### src/rtl/core/qra_pkg.sv
`timescale 1ns / 1ps
// ----------------------------------------------------------------------------
// qra_pkg
// Shared widths, register indexes and item types of the quadrupole-rate
// accumulator.
// ----------------------------------------------------------------------------
package qra_pkg;

    // field widths
    localparam int DATA_W      = 32;
    localparam int IDX_W       = 4;
    localparam int SUM_W       = 64;
    localparam int NUM_AXES    = 3;
    localparam int NUM_COMP    = 6;

    // stream payload widths (input padded to whole bytes)
    localparam int IN_TDATA_W  = 144;
    localparam int OUT_TDATA_W = NUM_COMP * SUM_W;

    // defaults and sizes
    localparam int BLOCK_SIZE_DEF = 16;
    localparam int QUEUE_DEPTH    = 2;

    // configuration register indexes
    localparam int CFG_IDX_W = 3;
    localparam logic [CFG_IDX_W-1:0] CFG_ORIGIN_X  = 3'd0;
    localparam logic [CFG_IDX_W-1:0] CFG_ORIGIN_Y  = 3'd1;
    localparam logic [CFG_IDX_W-1:0] CFG_ORIGIN_Z  = 3'd2;
    localparam logic [CFG_IDX_W-1:0] CFG_SPACING_X = 3'd3;
    localparam logic [CFG_IDX_W-1:0] CFG_SPACING_Y = 3'd4;
    localparam logic [CFG_IDX_W-1:0] CFG_SPACING_Z = 3'd5;
    localparam logic [CFG_IDX_W-1:0] CFG_CELL_VOL  = 3'd6;

    // one cell as it travels from the front to the back
    typedef struct packed {
        logic [DATA_W-1:0]                density;
        logic [NUM_AXES-1:0][DATA_W-1:0]  vel;
        logic [NUM_AXES-1:0][IDX_W-1:0]   idx;
        logic                             clear;
        logic                             last;
    } t_cell;

    // mesh block geometry
    typedef struct packed {
        logic [NUM_AXES-1:0][DATA_W-1:0] origin;
        logic [NUM_AXES-1:0][DATA_W-1:0] spacing;
        logic [DATA_W-1:0]               cell_volume;
    } t_cfg;

endpackage

### src/rtl/core/qra_queue.sv
`timescale 1ns / 1ps
// ----------------------------------------------------------------------------
// qra_queue
// Short FIFO of classified cells between the front and the back.
// ----------------------------------------------------------------------------
module qra_queue (
    input  logic            i_clk,
    input  logic            i_rst_n,
    input  logic            i_push_vld,
    output logic            o_push_rdy,
    input  qra_pkg::t_cell  i_cell,
    output logic            o_pop_vld,
    input  logic            i_pop_rdy,
    output qra_pkg::t_cell  o_cell
);
    import qra_pkg::*;

    localparam int PtrW = (QUEUE_DEPTH > 1) ? $clog2(QUEUE_DEPTH) : 1;
    localparam int CntW = $clog2(QUEUE_DEPTH + 1);
    localparam logic [PtrW-1:0] PtrLast = PtrW'(QUEUE_DEPTH - 1);
    localparam logic [CntW-1:0] CntFull = CntW'(QUEUE_DEPTH);

    t_cell           r_mem [QUEUE_DEPTH];
    logic [PtrW-1:0] r_wptr, r_rptr;
    logic [CntW-1:0] r_count;
    logic            push, pop;

    assign o_push_rdy = (r_count != CntFull);
    assign o_pop_vld  = (r_count != '0);
    assign push       = i_push_vld && o_push_rdy;
    assign pop        = o_pop_vld && i_pop_rdy;
    assign o_cell     = r_mem[r_rptr];

    // pointers and fill level
    always_ff @(posedge i_clk) begin
        if (!i_rst_n) begin
            r_wptr  <= '0;
            r_rptr  <= '0;
            r_count <= '0;
        end else begin
            if (push) begin
                r_wptr <= (r_wptr == PtrLast) ? '0 : r_wptr + 1'b1;
            end
            if (pop) begin
                r_rptr <= (r_rptr == PtrLast) ? '0 : r_rptr + 1'b1;
            end
            if (push && !pop) begin
                r_count <= r_count + 1'b1;
            end else if (pop && !push) begin
                r_count <= r_count - 1'b1;
            end
        end
    end

    // storage
    always_ff @(posedge i_clk) begin
        if (push) begin
            r_mem[r_wptr] <= i_cell;
        end
    end

endmodule

### config.mk
export PLATFORM = sky130hd
export DESIGN_NAME = qra_queue
export DESIGN_NICKNAME = d
export VERILOG_FILES = /design/src/rtl/core/qra_pkg.sv /design/src/rtl/core/qra_queue.sv
export SDC_FILE = /design/constraint.sdc
export NUM_CORES = 1
export LEC_CHECK = 0
export ABC_AREA = 1
export BUFFER_PORTS_ARGS = -buffer_cell sky130_fd_sc_hd__buf_4
export CORE_ASPECT_RATIO = 1.2
export CORE_MARGIN = 3
export CORE_UTILIZATION = 47
export DETAILED_ROUTE_END_ITERATION = 12
export GPL_TIMING_DRIVEN = 1
export PLACE_DENSITY = 0.72
export REMOVE_ABC_BUFFERS = 1
export SYNTH_ARGS = -nofsm -noshare
export SYNTH_HDL_FRONTEND = slang
export SYNTH_SLANG_ARGS = --single-unit
### constraint.sdc
create_clock -name i_clk -period 6.9 [get_ports i_clk]
set_input_delay 0.345 -clock i_clk [delete_from_list [all_inputs] [get_ports i_clk]]
set_output_delay 0.345 -clock i_clk [all_outputs]
set_load 0.02 [all_outputs]
==> run metrics <==
status completed; # resized after CTS 0; initial drt markers 276; storage element area 8630 sq um; Post-DP HPWL 14300 microns; Synth cell types 15; GPL Wtd Cong 0.800; register area share after synthesis 79.8%; area growth from synthesis to final layout 45.0%; Worst setup EP type output port; total grt overflow 0; f_max 346 MHz; Overall Global Routing Usage 17.7%; Pins Over Slew Limit 0; largest net degree at the start of global routing 80; chip height 172 microns; NetSw 0.00152 W; Num CTS Buffers 29; VDD IR max 0.000231 V; Yosys Warn Count 0; IO buf count 289; Clk Latency, worst-skew pair 530 ps; sw frac 27.7%; total core area 22500 sq um; CTS tree built; Final Hold Vio Count 0; worst hold path type in2reg; Die Wd 144 microns; Worst slew margin 26.4%; sequential share of power 41.9%; fin crit period 2890 ps; vias 6048; setup bufs post-CTS 0; fraction of layout cells with a size suffix above 1 50.8%; Vias per Instance 4.90; dpl cells 1037; worst slew pin tran 1100 ps; RSZ-0062 raised after global routing no; WP data arrival 2550 ps; clock-pin slew on the worst setup and hold paths 60 ps; final period utilization 41.9%; LEAKAGE 6.09 nW; internal cell power 0.00396 W; clock root cell clkbuf_16; CP max FO 67; fillers 1432; Worst EP required 6550 ps; Startpoint Class register; Pre-Repair DR Iteration Count 4; Initial Util 48.0%; max-cap viol count 0; clock share of power 29.6%; PD cells 350 nW/um^2; DRC viols 0; skew final 16.1 ps; top-level I/O count 290; post-synthesis instance area 10800 sq um; FP Rows 60; flops & latches, synth 289; global-route wire length before repair 34600 microns; clk sinks 289; pre-CTS setup slack 4570 ps; setup ws final 4010 ps; WL final 23300 microns; Antenna Nets Post-Route 0; kind of critical path reg2out; Wirelength per Cell 18.9 microns; Avg Cell Area, Syn 22.6 sq um; antenna violations before repair 2; vias in the first global route 6566; Logic pwr share 28.5%; Max clock buf depth 3; htree depth 1; fin nets 1078; die area 24900 sq um; Setup-failing EPs final 0; area of the multi-input gates 2020 sq um; Mapped Cells 479; Layout Cells excl Fill 1234
## layer usage
metal	track usage (%)	vias to the layer above	share of wire, %
met5	0	-	0.12
met4	4.83	4	2.2
met1	20.7	2985	36
li1	-	2795	-
met2	32.6	226	55
met3	4.12	38	6.5
## cells by family (layout without fill, tap and decap cells)
| kind of cell | after synthesis | in the layout | synth area share (%) |
|---|---|---|---|
| DFF | 289 | 289 | 79.8 |
| adders and majority gates | 1 | 1 | 0.116 |
| muxes | 142 | 142 | 17.6 |
| and+or+nand+nor | 19 | 19 | 0.694 |
| AOI/OAI and AO/OA | 4 | 4 | 0.208 |
| buffers and inverters | 24 | 499 | 1.60 |
| other | 0 | 1 | 0 |
## worst max-delay path, stage by stage (launching register included)
cell and delay (ps):
dfxtp_4 480, buf_4 830, mux2_2 430, buf_4 160
## Yosys cell counts
master / number / area share [%]
a21oi_1: 1 / 0.046
buf_2: 6 / 0.28
buf_6: 10 / 1.0
dfxtp_1: 5 / 0.93
edfxtp_1: 284 / 79
ha_1: 1 / 0.12
inv_1: 8 / 0.28
mux2_2: 62 / 6.5
mux2_4: 80 / 11
nand2_1: 9 / 0.31
nand3_1: 1 / 0.046
nand4_1: 1 / 0.058
nor2_1: 8 / 0.28
o21a_1: 1 / 0.069
o21ai_0: 2 / 0.093
## power groups by stage
stage	registers, W	logic [W]	clock network (W)
after global placement	0.00232	0.00148	0
after detailed placement	0.00233	0.00150	0
after global routing	0.00232	0.00165	0.00174
after floorplan	0.00244	0.000925	0
after CTS	0.00230	0.00158	0.00166
final	0.00230	0.00156	0.00162
## registers in the layout, indices dropped and copies added, names as in the netlist, named ones only
signal,cells
r_mem,284
r_count,2
r_rptr,1
r_wptr,1
## stage by stage
| stage | TNS, ps | power, W | util, % | cell area (sq um) | hold slack [ps] |
|---|---|---|---|---|---|
| global route | 0 | 0.00571 | 69.6 | 15700 | 81.3 |
| finish | 0 | 0.00548 | 69.6 | 15700 | 87.7 |
| detailed placement | 0 | 0.00384 | 58.8 | 13300 | 499 |
| CTS | 0 | 0.00554 | 69.6 | 15700 | 59.0 |
| global placement | 0 | 0.00380 | 58.8 | 13300 | 482 |
| floorplan | -104700 | 0.00336 | - | 10700 | 444 |
## layout make-up
cell class              instances  share of cell area [%]
flip-flops and latches        289                    55.1
repair buffers                437                    23.2
multi-input cells             166                    12.9
clock buffers                  31                    4.68
well taps                     279                    2.23
clock inverters                23                    1.72
inverters                       8                   0.192
diodes                          1                  0.0160
## layout by cell type (no fill, tap or decap), types with 2 or more instances in the layout
cell type      instances
mux2_2                62
dlygate4sd3_1        142
nor2_4                 2
o21ai_0                2
clkinv_1               7
clkinv_4               2
buf_4                295
clkbuf_16             29
inv_1                  8
dfxtp_1                4
nand2_1                9
mux2_4                80
edfxtp_1             284
nor2_1                 6
bufinv_16              6
clkinv_2               6
clkbuf_1               2
## final timing paths
| kind | start | end | slack, ps | depth (start not counted) |
|---|---|---|---|---|
| worst max-delay path | register | o_cell[36] | 4010 | 3 |
| worst min-delay path | i_rst_n | register | 90 | 3 |
| worst max register to register | r_count[0]$_SDFFE_PN0P_ | r_mem[1][117]$_DFFE_PP_ | 4750 | 5 |
| worst min register to register | r_rptr$_SDFFE_PN0P_ | register | 510 | 2 |
## repair_timing
action	4_1_cts	5_1_grt
setup endpoints to repair	0	0
hold buffers	142	0
endpoints found under the hold margin	284	0
No activity file was read; power rests on OpenSTA's default activity.
