[src/rtl/core/qra_pkg.sv]
`timescale 1ns / 1ps
// ----------------------------------------------------------------------------
// qra_pkg
// Shared widths, register indexes and item types of the quadrupole-rate
// accumulator.
// ----------------------------------------------------------------------------
package qra_pkg;

    // field widths
    localparam int DATA_W      = 32;
    localparam int IDX_W       = 4;
    localparam int SUM_W       = 64;
    localparam int NUM_AXES    = 3;
    localparam int NUM_COMP    = 6;

    // stream payload widths (input padded to whole bytes)
    localparam int IN_TDATA_W  = 144;
    localparam int OUT_TDATA_W = NUM_COMP * SUM_W;

    // defaults and sizes
    localparam int BLOCK_SIZE_DEF = 16;
    localparam int QUEUE_DEPTH    = 2;

    // configuration register indexes
    localparam int CFG_IDX_W = 3;
    localparam logic [CFG_IDX_W-1:0] CFG_ORIGIN_X  = 3'd0;
    localparam logic [CFG_IDX_W-1:0] CFG_ORIGIN_Y  = 3'd1;
    localparam logic [CFG_IDX_W-1:0] CFG_ORIGIN_Z  = 3'd2;
    localparam logic [CFG_IDX_W-1:0] CFG_SPACING_X = 3'd3;
    localparam logic [CFG_IDX_W-1:0] CFG_SPACING_Y = 3'd4;
    localparam logic [CFG_IDX_W-1:0] CFG_SPACING_Z = 3'd5;
    localparam logic [CFG_IDX_W-1:0] CFG_CELL_VOL  = 3'd6;

    // one cell as it travels from the front to the back
    typedef struct packed {
        logic [DATA_W-1:0]                density;
        logic [NUM_AXES-1:0][DATA_W-1:0]  vel;
        logic [NUM_AXES-1:0][IDX_W-1:0]   idx;
        logic                             clear;
        logic                             last;
    } t_cell;

    // mesh block geometry
    typedef struct packed {
        logic [NUM_AXES-1:0][DATA_W-1:0] origin;
        logic [NUM_AXES-1:0][DATA_W-1:0] spacing;
        logic [DATA_W-1:0]               cell_volume;
    } t_cfg;

endpackage

[src/rtl/core/qra_front.sv]
`timescale 1ns / 1ps
// ----------------------------------------------------------------------------
// qra_front
// Input stage: takes cell requests off the stream, unpacks the payload and
// clamps the cell indexes to the block, holding one cell in a register.
// ----------------------------------------------------------------------------
module qra_front #(
    parameter int BLOCK_SIZE = qra_pkg::BLOCK_SIZE_DEF
) (
    input  logic                             i_clk,
    input  logic                             i_rst_n,
    input  logic                             s_axis_tvalid,
    output logic                             s_axis_tready,
    // density, vel_x, vel_y, vel_z, index_i, index_j, index_k, zero pad
    input  logic [qra_pkg::IN_TDATA_W-1:0]   s_axis_tdata,
    input  logic                             s_axis_tuser,   // clear
    input  logic                             s_axis_tlast,   // last
    output logic                             o_vld,
    input  logic                             i_rdy,
    output qra_pkg::t_cell                   o_cell
);
    import qra_pkg::*;

    localparam logic [6:0] IdxLim = 7'(BLOCK_SIZE - 1);

    logic  r_vld;
    t_cell r_cell;
    t_cell cell_in;
    logic  accept;

    function automatic logic [IDX_W-1:0] f_clamp_idx(input logic [IDX_W-1:0] idx);
        begin
            if (7'(idx) > IdxLim) begin
                return IdxLim[IDX_W-1:0];
            end
            return idx;
        end
    endfunction

    // unpack and classify
    always_comb begin
        cell_in.density = s_axis_tdata[31:0];
        cell_in.vel[0]  = s_axis_tdata[63:32];
        cell_in.vel[1]  = s_axis_tdata[95:64];
        cell_in.vel[2]  = s_axis_tdata[127:96];
        cell_in.idx[0]  = f_clamp_idx(s_axis_tdata[131:128]);
        cell_in.idx[1]  = f_clamp_idx(s_axis_tdata[135:132]);
        cell_in.idx[2]  = f_clamp_idx(s_axis_tdata[139:136]);
        cell_in.clear   = s_axis_tuser;
        cell_in.last    = s_axis_tlast;
    end

    assign s_axis_tready = !r_vld || i_rdy;
    assign accept        = s_axis_tvalid && s_axis_tready;

    // holding register
    always_ff @(posedge i_clk) begin
        if (!i_rst_n) begin
            r_vld <= 1'b0;
        end else if (accept) begin
            r_vld <= 1'b1;
        end else if (i_rdy) begin
            r_vld <= 1'b0;
        end
    end

    always_ff @(posedge i_clk) begin
        if (accept) begin
            r_cell <= cell_in;
        end
    end

    assign o_vld  = r_vld;
    assign o_cell = r_cell;

endmodule

[config.mk]
export PLATFORM = sky130hd
export DESIGN_NAME = qra_front
export DESIGN_NICKNAME = d
export VERILOG_FILES = /design/src/rtl/core/qra_pkg.sv /design/src/rtl/core/qra_front.sv
export SDC_FILE = /design/constraint.sdc
export NUM_CORES = 1
export LEC_CHECK = 0
export BUFFER_PORTS_ARGS = -buffer_cell sky130_fd_sc_hd__buf_2
export CORE_AREA = 5 5 112 114
export CTS_CLUSTER_DIAMETER = 80
export DETAILED_ROUTE_END_ITERATION = 10
export DIE_AREA = 0 0 117 119
export PLACE_DENSITY = 0.76
export SLEW_MARGIN = 20
export SYNTH_ARGS = -nofsm -noshare
export SYNTH_HDL_FRONTEND = slang
export SYNTH_SLANG_ARGS = --single-unit
[constraint.sdc]
create_clock -name i_clk -period 2.25 [get_ports i_clk]
set_input_delay 0.5625 -clock i_clk [delete_from_list [all_inputs] [get_ports i_clk]]
set_output_delay 0.5625 -clock i_clk [all_outputs]
set_load 0.02 [all_outputs]
==> impl_results.rst <==
.. list-table::
   :header-rows: 1

   * - Metric
     - Value
   * - Outcome
     - finished, final reports clean
   * - Die footprint
     - 13900 µm²
   * - Mean instance size in the synthesized netlist
     - 29.4 µm²
   * - Number of library cell types mapped by synthesis
     - 6
   * - Largest vdd supply drop
     - 0.582 mV
   * - Total nets after synthesis
     - 297
   * - Yosys Warn Count
     - 0
   * - Minimum clock period after layout
     - 1.58 ns
   * - Largest net degree at the start of global routing
     - 61
   * - Post-detail-place hpwl
     - 8.59 mm
   * - Final Cell Area
     - 6660 µm²
   * - Fin cells
     - 614
   * - Count of routing violations after the opening detailed-route iteration
     - 91
   * - Compound-gate portion of the synthesized area
     - 0.261%
   * - Total number of vias
     - ~2600
   * - Total number of placement rows
     - 39
   * - Gate count of the mapped netlist
     - about 150
   * - Required time reported for the critical path endpoint
     - 1.69 ns
   * - Count of maximum capacitance violations
     - 0
   * - Setup fix buffers added after clock tree synthesis
     - 0
   * - Layout overhead on the synthesized area
     - 54.1%
   * - Via count of the first global-routing pass
     - around 2900
   * - Count of input and output buffers
     - 289
   * - Data arrival, critical path
     - 1.01 ns
   * - Biggest fanout along the worst timing path
     - 3
   * - Area share of fa/ha/maj cells after synthesis
     - 0%
   * - Maximum level of the CTS H-tree
     - 4
   * - Tightest Pin Transition
     - 0.311 ns
   * - Final Setup Violations
     - 0
   * - CP top delay family
     - flip-flops
   * - Ratio of total power to cell area
     - roughly 1000 nW/µm²
   * - Slew headroom
     - 79.3%
   * - Post-Route Setup TNS
     - 0 ns
   * - Area inside the core boundary
     - 11300 µm²
   * - GP Congestion
     - 0.720
   * - Setup crit start kind
     - flip-flop
   * - Main combinational cell family by area after synthesis
     - simple AND/OR/NAND/NOR gates
   * - Total number of nets in the final design
     - 608
   * - Cell chosen for the clock root
     - sky130_fd_sc_hd__clkbuf_16
   * - Worst-path clk slew
     - 0.06 ns
   * - Min-delay worst type
     - in -> reg
   * - Resized cells post-CTS
     - 0
   * - Io pins
     - 294
   * - Post-place instance area
     - between 6000 and 7000 µm²
   * - Static Leak
     - 2.88 nW
   * - Xor/xnor share of the synthesized area
     - 0%
   * - Endpoint class of the critical path
     - primary output
   * - Worst Setup Slack post-DPL
     - 0.602 ns
   * - Number of routed nets with antenna violations
     - 0
   * - Quantity of hold-fixing buffers added after cts
     - 0
   * - Post-route worst setup slack
     - 0.674 ns
   * - Floorplan die height
     - between 100 and 150 µm
   * - Largest incremental delay on the critical path
     - 0.38 ns
   * - Number of antenna violations at the first check in global routing
     - 0
   * - Post-synthesis share of cell area spent on and, or, nand and nor gates
     - 0.521%
   * - Initial core utilization
     - 38.2%
   * - Antenna diodes
     - 0
   * - Proportion of layout cells with a drive suffix above 1
     - 68.4%
   * - Clock latency at the later pin of the worst-skew pair
     - 0.40 ns
   * - Share of the cycle needed by the critical path after routing
     - 70.1%
   * - Total buffers and inverters traversed by the critical path
     - 1
   * - Clock skew after layout
     - 0.00427 ns
   * - Cells traversed along the worst timing path
     - nand2b_4 -> buf_2
   * - Core occupancy in the finished layout
     - 58.8%
   * - DIE WIDTH
     - about 120 µm
   * - Yosys reg bits
     - between 100 and 150
   * - Most common cell after layout, fill and taps aside
     - sky130_fd_sc_hd__buf_2
   * - Drt wl/cell
     - ~18 µm
   * - DRT Wirelength
     - 10.9 mm
   * - TritonCTS clock tree
     - yes
   * - Number of buffers created by CTS
     - 17
   * - # placed instances
     - ~580
   * - GR Util All Layers
     - 15.1%
   * - Fraction of the yosys area taken by sequential cells
     - 99.1%
   * - Proportion of synthesized area in mux cells
     - 0%
   * - Unrepaired setup endpoints after global routing
     - no
   * - Max clock buf depth
     - 2
   * - Most frequent cells in the layout
     - sky130_fd_sc_hd__buf_2 (289), sky130_fd_sc_hd__edfxtp_1 (142), sky130_fd_sc_hd__clkbuf_16 (17)
   * - Aggregate global routing overflow
     - 0
   * - Post-detailed-route via-to-cell ratio
     - approximately 4.3
   * - Final-layout worst hold slack
     - 0.334 ns
   * - Number of optimization iterations in the first detailed-route pass
     - 4
   * - Standard cell with the maximum stage delay on the critical path
     - sky130_fd_sc_hd__dfxtp_1
   * - Total clock sinks
     - between 100 and 150
   * - Netlist area before placement
     - 4320 µm²
   * - Post-layout total power
     - just under 7 mW
   * - Final-report hold violation count
     - 0
   * - Number of max-slew violations in the final report
     - 0
   * - Fmax achieved
     - 634 MHz
   * - Worst Setup Path Type
     - reg -> out
   * - Drt drc
     - 0
   * - Global-route wire length before repair
     - 15.5 mm
registers in the layout, indices dropped and copies added, names as in the netlist:
register / cells
o_cell: 142
o_vld: 1
layer usage:
layer  vias up  global-route usage [%]  routed length, µm
li1       1221                       -                  -
met1      1213                    15.7               3660
met2       191                    25.9               5550
met3        14                    7.91               1570
met4         0                    5.02                159
met5         -                       0                  0
logic make-up (layout without fill, tap and decap cells):
family                 Yosys count  after routing
DFF                            143            143
and+or+nand+nor                  2              2
AOI/OAI and AO/OA                1              1
buffers and inverters            1            325
Yosys cell counts, drive strengths merged:
library cell | count | area [µm²]
nand2b | 1 | 13.8
inv | 1 | 3.75
edfxtp | 142 | 4260
and2 | 1 | 8.76
a21boi | 1 | 11.3
dfxtp | 1 | 20.0
area by class of cell:
class / count / area [µm²]
fillers: 883 / 4660
flip-flops and latches: 143 / 4280
repair buffers: 292 / 1510
clock buffers: 19 / 433
clock inverters: 13 / 218
well taps: 143 / 179
multi-input cells: 3 / 33.8
inverters: 1 / 3.75
where the power goes:
group	internal [mW]	switching [mW]
Sequential	3.12	0.0379
Combinational	0.201	0.352
Clock	2.07	0.993
Total	5.38	1.38
final timing paths:
check                         from            end  slack (ns)  depth (start not counted)
setup / recovery             o_vld  s_axis_tready        0.67                          2
hold reg to reg              o_vld          o_vld        0.52                          2
hold / removal    s_axis_tdata[29]    o_cell[139]        0.33                          1
setup reg to reg             o_vld      o_cell[3]        0.97                          3
Power figures use the tool's default switching activity.
